`src/sv/hsv2rgb_pkg.sv`:
```
package hsv2rgb_pkg;

  // Hue arithmetic, in 1/64-degree units
  localparam logic [14:0] HUE_FULL    = 15'd23040;  // 360 degrees
  localparam logic [11:0] SECTOR_SPAN = 12'd3840;   // 60 degrees
  localparam int          SECTORS     = 6;

  // 8-bit fraction full scale
  localparam logic [7:0]  FULL_SCALE  = 8'd255;

  // Secondary channel divide: floor(P / (255*3840)) = floor((P >> 8) / 3825)
  localparam logic [19:0] X_DIV       = 20'd3825;
  localparam logic [18:0] X_RECIP     = 19'd280716;  // floor(2^30 / 3825)
  localparam int          X_SHIFT     = 30;

  // Sector codes, 60 degrees each
  localparam logic [2:0] SEC_RED_YEL  = 3'd0;
  localparam logic [2:0] SEC_YEL_GRN  = 3'd1;
  localparam logic [2:0] SEC_GRN_CYN  = 3'd2;
  localparam logic [2:0] SEC_CYN_BLU  = 3'd3;
  localparam logic [2:0] SEC_BLU_MAG  = 3'd4;
  localparam logic [2:0] SEC_MAG_RED  = 3'd5;

  // Beat passed from the hue/saturation front end to the scaling back end
  typedef struct packed {
    logic [2:0]  sector;
    logic [19:0] weight;     // s*k + (255-s)*3840
    logic [15:0] zero_num;   // v*(255-s)
    logic [7:0]  val;        // brightness
  } front_t;

endpackage

```
`src/sv/hsv2rgb_front.sv`:
```
module hsv2rgb_front (
  input  logic                 clk,
  input  logic [1:0]           en,
  input  logic [14:0]          hue,
  input  logic [7:0]           saturation,
  input  logic [7:0]           brightness,
  output hsv2rgb_pkg::front_t  beat
);

  // stage 1 registers
  logic [2:0]  s1_sector;
  logic [11:0] s1_frac;
  logic [7:0]  s1_sat;
  logic [7:0]  s1_val;

  logic [14:0] hue_wrap;
  logic [2:0]  sector_c;
  logic [14:0] frac_c;

  // Wrap hue into one turn, then find the 60-degree sector and offset in it
  always_comb begin
    hue_wrap = (hue >= hsv2rgb_pkg::HUE_FULL) ? hue - hsv2rgb_pkg::HUE_FULL : hue;
    sector_c = 3'd0;
    for (int i = 1; i < hsv2rgb_pkg::SECTORS; i++) begin
      if (hue_wrap >= 15'(i) * 15'(hsv2rgb_pkg::SECTOR_SPAN)) begin
        sector_c = 3'(i);
      end
    end
    frac_c = hue_wrap - 15'(sector_c) * 15'(hsv2rgb_pkg::SECTOR_SPAN);
  end

  always_ff @(posedge clk) begin
    if (en[0]) begin
      s1_sector <= sector_c;
      s1_frac   <= frac_c[11:0];
      s1_sat    <= saturation;
      s1_val    <= brightness;
    end
  end

  // Stage 2: ramp position k (falling in odd sectors) and the two numerators
  logic [11:0] ramp;
  logic [7:0]  sat_inv;
  logic [19:0] weight_c;
  logic [15:0] zero_c;

  always_comb begin
    ramp     = s1_sector[0] ? hsv2rgb_pkg::SECTOR_SPAN - s1_frac : s1_frac;
    sat_inv  = hsv2rgb_pkg::FULL_SCALE - s1_sat;
    weight_c = 20'(s1_sat) * 20'(ramp) + 20'(sat_inv) * 20'(hsv2rgb_pkg::SECTOR_SPAN);
    zero_c   = 16'(s1_val) * 16'(sat_inv);
  end

  always_ff @(posedge clk) begin
    if (en[1]) begin
      beat.sector   <= s1_sector;
      beat.weight   <= weight_c;
      beat.zero_num <= zero_c;
      beat.val      <= s1_val;
    end
  end

endmodule

```
`src/sv/hsv2rgb_scale.sv`:
```
module hsv2rgb_scale (
  input  logic                 clk,
  input  logic [2:0]           en,
  input  hsv2rgb_pkg::front_t  beat,
  output logic [7:0]           red,
  output logic [7:0]           green,
  output logic [7:0]           blue
);

  // Stage 3: full secondary numerator v*w, and n*257 for the divide by 255
  logic [2:0]  s3_sector;
  logic [27:0] s3_prod;
  logic [23:0] s3_zq;
  logic [15:0] s3_znum;
  logic [7:0]  s3_val;

  always_ff @(posedge clk) begin
    if (en[0]) begin
      s3_sector <= beat.sector;
      s3_prod   <= 28'(beat.val) * 28'(beat.weight);
      s3_zq     <= {beat.zero_num, 8'd0} + 24'(beat.zero_num);
      s3_znum   <= beat.zero_num;
      s3_val    <= beat.val;
    end
  end

  // Stage 4: reciprocal multiply for X, finish the zero channel
  logic [7:0]  zq_est;
  logic [15:0] z_rem;
  logic [7:0]  zero_c;

  always_comb begin
    zq_est = s3_zq[23:16];
    z_rem  = s3_znum - 16'(zq_est) * 16'(hsv2rgb_pkg::FULL_SCALE);
    zero_c = (z_rem >= 16'(hsv2rgb_pkg::FULL_SCALE)) ? zq_est + 8'd1 : zq_est;
  end

  logic [2:0]  s4_sector;
  logic [38:0] s4_recip;
  logic [19:0] s4_num;
  logic [7:0]  s4_zero;
  logic [7:0]  s4_val;

  always_ff @(posedge clk) begin
    if (en[1]) begin
      s4_sector <= s3_sector;
      s4_recip  <= 39'(s3_prod[27:8]) * 39'(hsv2rgb_pkg::X_RECIP);
      s4_num    <= s3_prod[27:8];
      s4_zero   <= zero_c;
      s4_val    <= s3_val;
    end
  end

  // Stage 5: one-step correction of the X estimate, then place channels
  logic [7:0]  xq_est;
  logic [19:0] x_rem;
  logic [7:0]  sec_c;
  logic [7:0]  red_c;
  logic [7:0]  green_c;
  logic [7:0]  blue_c;

  always_comb begin
    xq_est = s4_recip[hsv2rgb_pkg::X_SHIFT +: 8];
    x_rem  = s4_num - 20'(xq_est) * hsv2rgb_pkg::X_DIV;
    sec_c  = (x_rem >= hsv2rgb_pkg::X_DIV) ? xq_est + 8'd1 : xq_est;
    case (s4_sector)
      hsv2rgb_pkg::SEC_RED_YEL: begin
        red_c = s4_val;  green_c = sec_c;   blue_c = s4_zero;
      end
      hsv2rgb_pkg::SEC_YEL_GRN: begin
        red_c = sec_c;   green_c = s4_val;  blue_c = s4_zero;
      end
      hsv2rgb_pkg::SEC_GRN_CYN: begin
        red_c = s4_zero; green_c = s4_val;  blue_c = sec_c;
      end
      hsv2rgb_pkg::SEC_CYN_BLU: begin
        red_c = s4_zero; green_c = sec_c;   blue_c = s4_val;
      end
      hsv2rgb_pkg::SEC_BLU_MAG: begin
        red_c = sec_c;   green_c = s4_zero; blue_c = s4_val;
      end
      default: begin
        red_c = s4_val;  green_c = s4_zero; blue_c = sec_c;
      end
    endcase
  end

  always_ff @(posedge clk) begin
    if (en[2]) begin
      red   <= red_c;
      green <= green_c;
      blue  <= blue_c;
    end
  end

endmodule

```
`src/sv/hsv_to_rgb_converter.sv`:
```
// Channel  Direction  Handshake              Payload
// hsv      in         hsv_valid / hsv_stall  hue[14:0], saturation[7:0], brightness[7:0]
// rgb      out        rgb_valid / rgb_stall  red[7:0], green[7:0], blue[7:0]
//
// Five register stages; a beat enters every cycle unless hsv_stall holds it.
// The depth is set by the two chained multiplies (v*w, then the reciprocal of
// 3825) and the one-step correction of the X quotient, each with a stage of its own.
// Reset clears the stage valid bits only; data registers are not reset.
// Each stage holds only when it is full and the stage after it holds, so
// empty stages close up under an rgb stall; hsv_stall rises only when stage 1
// is full and blocked.
module hsv_to_rgb_converter (
  input  logic        clk,
  input  logic        rst,
  input  logic        hsv_valid,
  output logic        hsv_stall,
  input  logic [14:0] hue,
  input  logic [7:0]  saturation,
  input  logic [7:0]  brightness,
  output logic        rgb_valid,
  input  logic        rgb_stall,
  output logic [7:0]  red,
  output logic [7:0]  green,
  output logic [7:0]  blue
);

  logic [4:0] vld;
  logic [4:0] en;

  hsv2rgb_pkg::front_t front_beat;

  // Stage enables: a stage loads when it is empty or its contents move on
  always_comb begin
    en[4] = !vld[4] || !rgb_stall;
    for (int i = 3; i >= 0; i--) begin
      en[i] = !vld[i] || en[i+1];
    end
  end

  assign hsv_stall = !en[0];
  assign rgb_valid = vld[4];

  // Valid bits travel alongside the data
  always_ff @(posedge clk) begin
    if (rst) begin
      vld <= '0;
    end else begin
      if (en[0]) begin
        vld[0] <= hsv_valid;
      end
      for (int i = 1; i < 5; i++) begin
        if (en[i]) begin
          vld[i] <= vld[i-1];
        end
      end
    end
  end

  hsv2rgb_front u_front (
    .clk        (clk),
    .en         (en[1:0]),
    .hue        (hue),
    .saturation (saturation),
    .brightness (brightness),
    .beat       (front_beat)
  );

  hsv2rgb_scale u_scale (
    .clk   (clk),
    .en    (en[4:2]),
    .beat  (front_beat),
    .red   (red),
    .green (green),
    .blue  (blue)
  );

  // Stall upstream only when stage 1 is actually occupied
  a_stall_needs_full: assert property (@(posedge clk) disable iff (rst)
    hsv_stall |-> vld[0])
    else $error("hsv_stall raised with stage 1 empty");

  // An accepted beat lands in stage 1
  a_accept_lands: assert property (@(posedge clk) disable iff (rst)
    (hsv_valid && !hsv_stall) |=> vld[0])
    else $error("accepted beat lost at stage 1");

  // A blocked middle stage keeps its beat
  a_mid_hold: assert property (@(posedge clk) disable iff (rst)
    (vld[2] && !en[3]) |=> vld[2])
    else $error("stage 3 beat dropped while blocked");

  // Output drains when taken and nothing follows
  a_drain: assert property (@(posedge clk) disable iff (rst)
    (rgb_valid && !rgb_stall && !vld[3]) |=> !rgb_valid)
    else $error("rgb beat repeated after being taken");

endmodule
```
`config.mk`:
```
export PLATFORM = sky130hd
export DESIGN_NAME = hsv_to_rgb_converter
export DESIGN_NICKNAME = d
export VERILOG_FILES = /design/src/sv/hsv2rgb_pkg.sv /design/src/sv/hsv2rgb_front.sv /design/src/sv/hsv2rgb_scale.sv /design/src/sv/hsv_to_rgb_converter.sv
export SDC_FILE = /design/constraint.sdc
export NUM_CORES = 2
export LEC_CHECK = 0
export BUFFER_PORTS_ARGS = -buffer_cell sky130_fd_sc_hd__clkbuf_2
export CORE_ASPECT_RATIO = 0.5
export CORE_MARGIN = 3
export CORE_UTILIZATION = 40
export CTS_CLUSTER_DIAMETER = 200
export DETAILED_ROUTE_END_ITERATION = 6
export GPL_TIMING_DRIVEN = 1
export PLACE_DENSITY_LB_ADDON = 0.25
export REMOVE_ABC_BUFFERS = 1
export SLEW_MARGIN = 0
export SYNTH_ARGS = -nofsm -noshare
export SYNTH_HDL_FRONTEND = slang
export SYNTH_SLANG_ARGS = --single-unit
export TNS_END_PERCENT = 5
```
`constraint.sdc`:
```
create_clock -name clk -period 5.5 [get_ports clk]
set_input_delay 0 -clock clk [delete_from_list [all_inputs] [get_ports clk]]
set_output_delay 0 -clock clk [all_outputs]
set_load 0.02 [all_outputs]
```
==> results.json <==
{
  "outcome": "finished with violations",
  "failed_checks": "setup timing",
  "grt_start_max_net_pins": 56,
  "slowest_stage": "fa_1",
  "hp-class": "primary input to flip-flop",
  "cp-start-kind": "flip-flop",
  "met2WireLength_um": 27350,
  "pre_cts_ws_ps": -636.4,
  "layout_commonest_cell": "inv_1",
  "io-pin-count": 61,
  "cts_tree": "built",
  "rsz0062_at_grt": "true",
  "fin_skew_ps": 24.62,
  "setup_violations": 9,
  "cts_sinks": 209,
  "report.final.slew_viol_count": 0,
  "die_w_um": 376.4,
  "grt_usage_pct": 16.90,
  "synth_edf_count": 204,
  "layout_setup_ws_ps": -218.0,
  "yosysWarnings": 0,
  "avgSynthCellArea_um2": 10.11,
  "endpoint_kind": "flip-flop",
  "ys_seq_area_share_pct": 22.69,
  "tightest_slew_ps": 1090,
  "io_buffers": 60,
  "grt_pass1_vias": 19956,
  "clk_latency_ps": 550,
  "reg2reg_depth": 19,
  "synthArstFlopShare_pct": 0,
  "cp_common_cell": "fa_1",
  "synth_area_um2": 27440,
  "cts_buffers": 23,
  "dieHeight_um": 191.2,
  "maxSlewHeadroom_pct": 27.19,
  "core_um2": 67400,
  "ys_types": 80,
  "drt_iter0_drc": 755,
  "final_nets": 3798,
  "cp-startpoint": "u_front.s1_sat[2]$_DFFE_PN_",
  "dpl-instance-area_um2": 30280,
  "crit_family": "adder cells",
  "drv_cap": 0,
  "firstDrtPassIters": 5,
  "path_depth": 19,
  "area_growth_pct": 15.48,
  "slowest_delay_ps": 550,
  "ff2ff_setup_slack_ps": -220,
  "crit_buf_inv": 5,
  "n_antenna_cell": 0,
  "worstPathCellList": "fa_1 -> fa_1 -> inv_2 -> fa_1 -> inv_2 -> fa_1 -> inv_1 -> fa_1 -> inv_2 -> fa_1 -> inv_1 -> fa_1 -> ha_4 -> and3_4 -> a211oi_4 -> nor3_2 -> or3_1 -> a21oi_2 -> xnor2_1",
  "avgViaCountPerCell": 4.847,
  "htreeDepth": 1,
  "synth_ff_type": "edfxtp_1",
  "worstPathRequired_ps": 5760,
  "final_cell_mix": "inv_1, ha_1, fa_1",
  "highest_layer": "met4",
  "wl_per_cell_um": 15.06,
  "crit_arrival_ps": 5980,
  "syn_inst": 2714,
  "antenna_found_initial": 1,
  "reg2reg_to": "u_front.beat[43]$_DFFE_PP_",
  "min_period_over_period_pct": 104.0,
  "dr_wl_met3_um": 1982,
  "drt-total-wl_um": 58990,
  "worstSetupPathType": "flip-flop to flip-flop",
  "hpwl_um": 49450,
  "path_clk_slew_ps": 70,
  "ys_ff_latch": 209,
  "wl_met1_um": 28520,
  "stdcell_area_um2": 31690,
  "max_freq_ghz": 0.1749,
  "rows": 67,
  "period_needed_ps": 5718,
  "grt_pass1_wl_um": 99770,
  "whs_path_depth": 3,
  "place.gp.congestion": 0.8712,
  "finalHoldViolations": 0,
  "drc": 0,
  "crit_end": "u_front.beat[43]$_DFFE_PP_",
  "r2r_start": "u_front.s1_sat[2]$_DFFE_PN_",
  "cts_buffer_depth": 3,
  "grt-ovfl-total": 0,
  "drtAntennaViolNets": 0,
  "drive_gt1_share_pct": 13.15,
  "path_max_fanout": 3,
  "start_util_pct": 40.71,
  "dieArea_um2": 71970,
  "vias": 18985,
  "cts_root_buf": "clkbuf_16"
}
## routing by layer
metal	up-vias	GRT usage (%)
met5	-	0
met4	0	3.396
met3	67	1.483
met2	320	28.91
met1	9241	23.58
li1	9357	-
## logic make-up after synthesis
logic type | after synthesis | synth area share (%)
simple gates | 648 | 11.61
mux | 9 | 0.3466
xor+xnor | 122 | 3.894
fa+ha+maj | 760 | 44.56
flops | 209 | 22.69
buf+inv | 634 | 8.751
compound gates | 332 | 8.153
## state kept, by name, summed over array words and instances (netlist names), 12 cells and up
register and count:
u_scale.s3_znum 16, u_front.beat 47, u_scale.s4_num 20, u_front.s1_frac 12, u_scale.s3_prod 20
## worst min path at each step
stage / start / to / slack [ps]
final: hue[14] / u_front.s1_sector[0]$_DFFE_PN_ / 110
after global routing: hue[14] / u_front.s1_sector[0]$_DFFE_PN_ / 150
after CTS: hue[14] / u_front.s1_sector[0]$_DFFE_PN_ / 80
after detailed placement: saturation[5] / u_front.s1_sat[5]$_DFFE_PN_ / 180
after global placement: brightness[3] / u_front.s1_val[3]$_DFFE_PN_ / 180
after floorplan: rst / vld[0]$_SDFFE_PP0N_ / 70
## Yosys cell counts, drive strengths merged, types with 52 or more instances
library cell,number,area (um2)
inv,584,2192
nor2b,52,325.3
o21ai,65,329.1
fa,362,7247
nand2,228,855.8
xnor2,92,805.8
edfxtp,204,6126
a21oi,85,436.7
nor2,117,439.2
and2,106,663.1
ha,398,4980
## worst min-delay path, stage by stage
cell,delay (ps)
clkbuf_2,100
nand3b_1,180
a21oi_1,160
## repair_timing
| action | CTS | global route |
|---|---|---|
| hold buffers | 31 | 0 |
| buffers inserted | 6 | 3 |
| pin swaps | 20 | 7 |
| gates resized for setup | 33 | 54 |
| endpoints found under the hold margin | 31 | 0 |
| setup endpoints to repair | 28 | 44 |
## area by class of cell
class	count	area, um2
fill	6286	35710
tap	897	1122
multi-input combinational	1871	19100
timing repair buffer	311	2297
clock inverter	11	107.6
clock buffer	31	625.6
sequential	209	6226
inverter	587	2203
## per-stage QoR
step                utilization (%)  cells  hold WS, ps  TNS [ps]
finish                        47.01   3917        111.3    -816.9
global route                  47.01   3917        154.7     -5521
CTS                           46.69   3914        83.76     -1233
detailed placement            44.92   3836        178.6     -4532
global placement              44.92   3836        178.8     -4555
floorplan                         -   2667        69.07     -1813
Power is not shown: default switching activity piles up to over one toggle a cycle in this logic, so the estimate is an artifact.
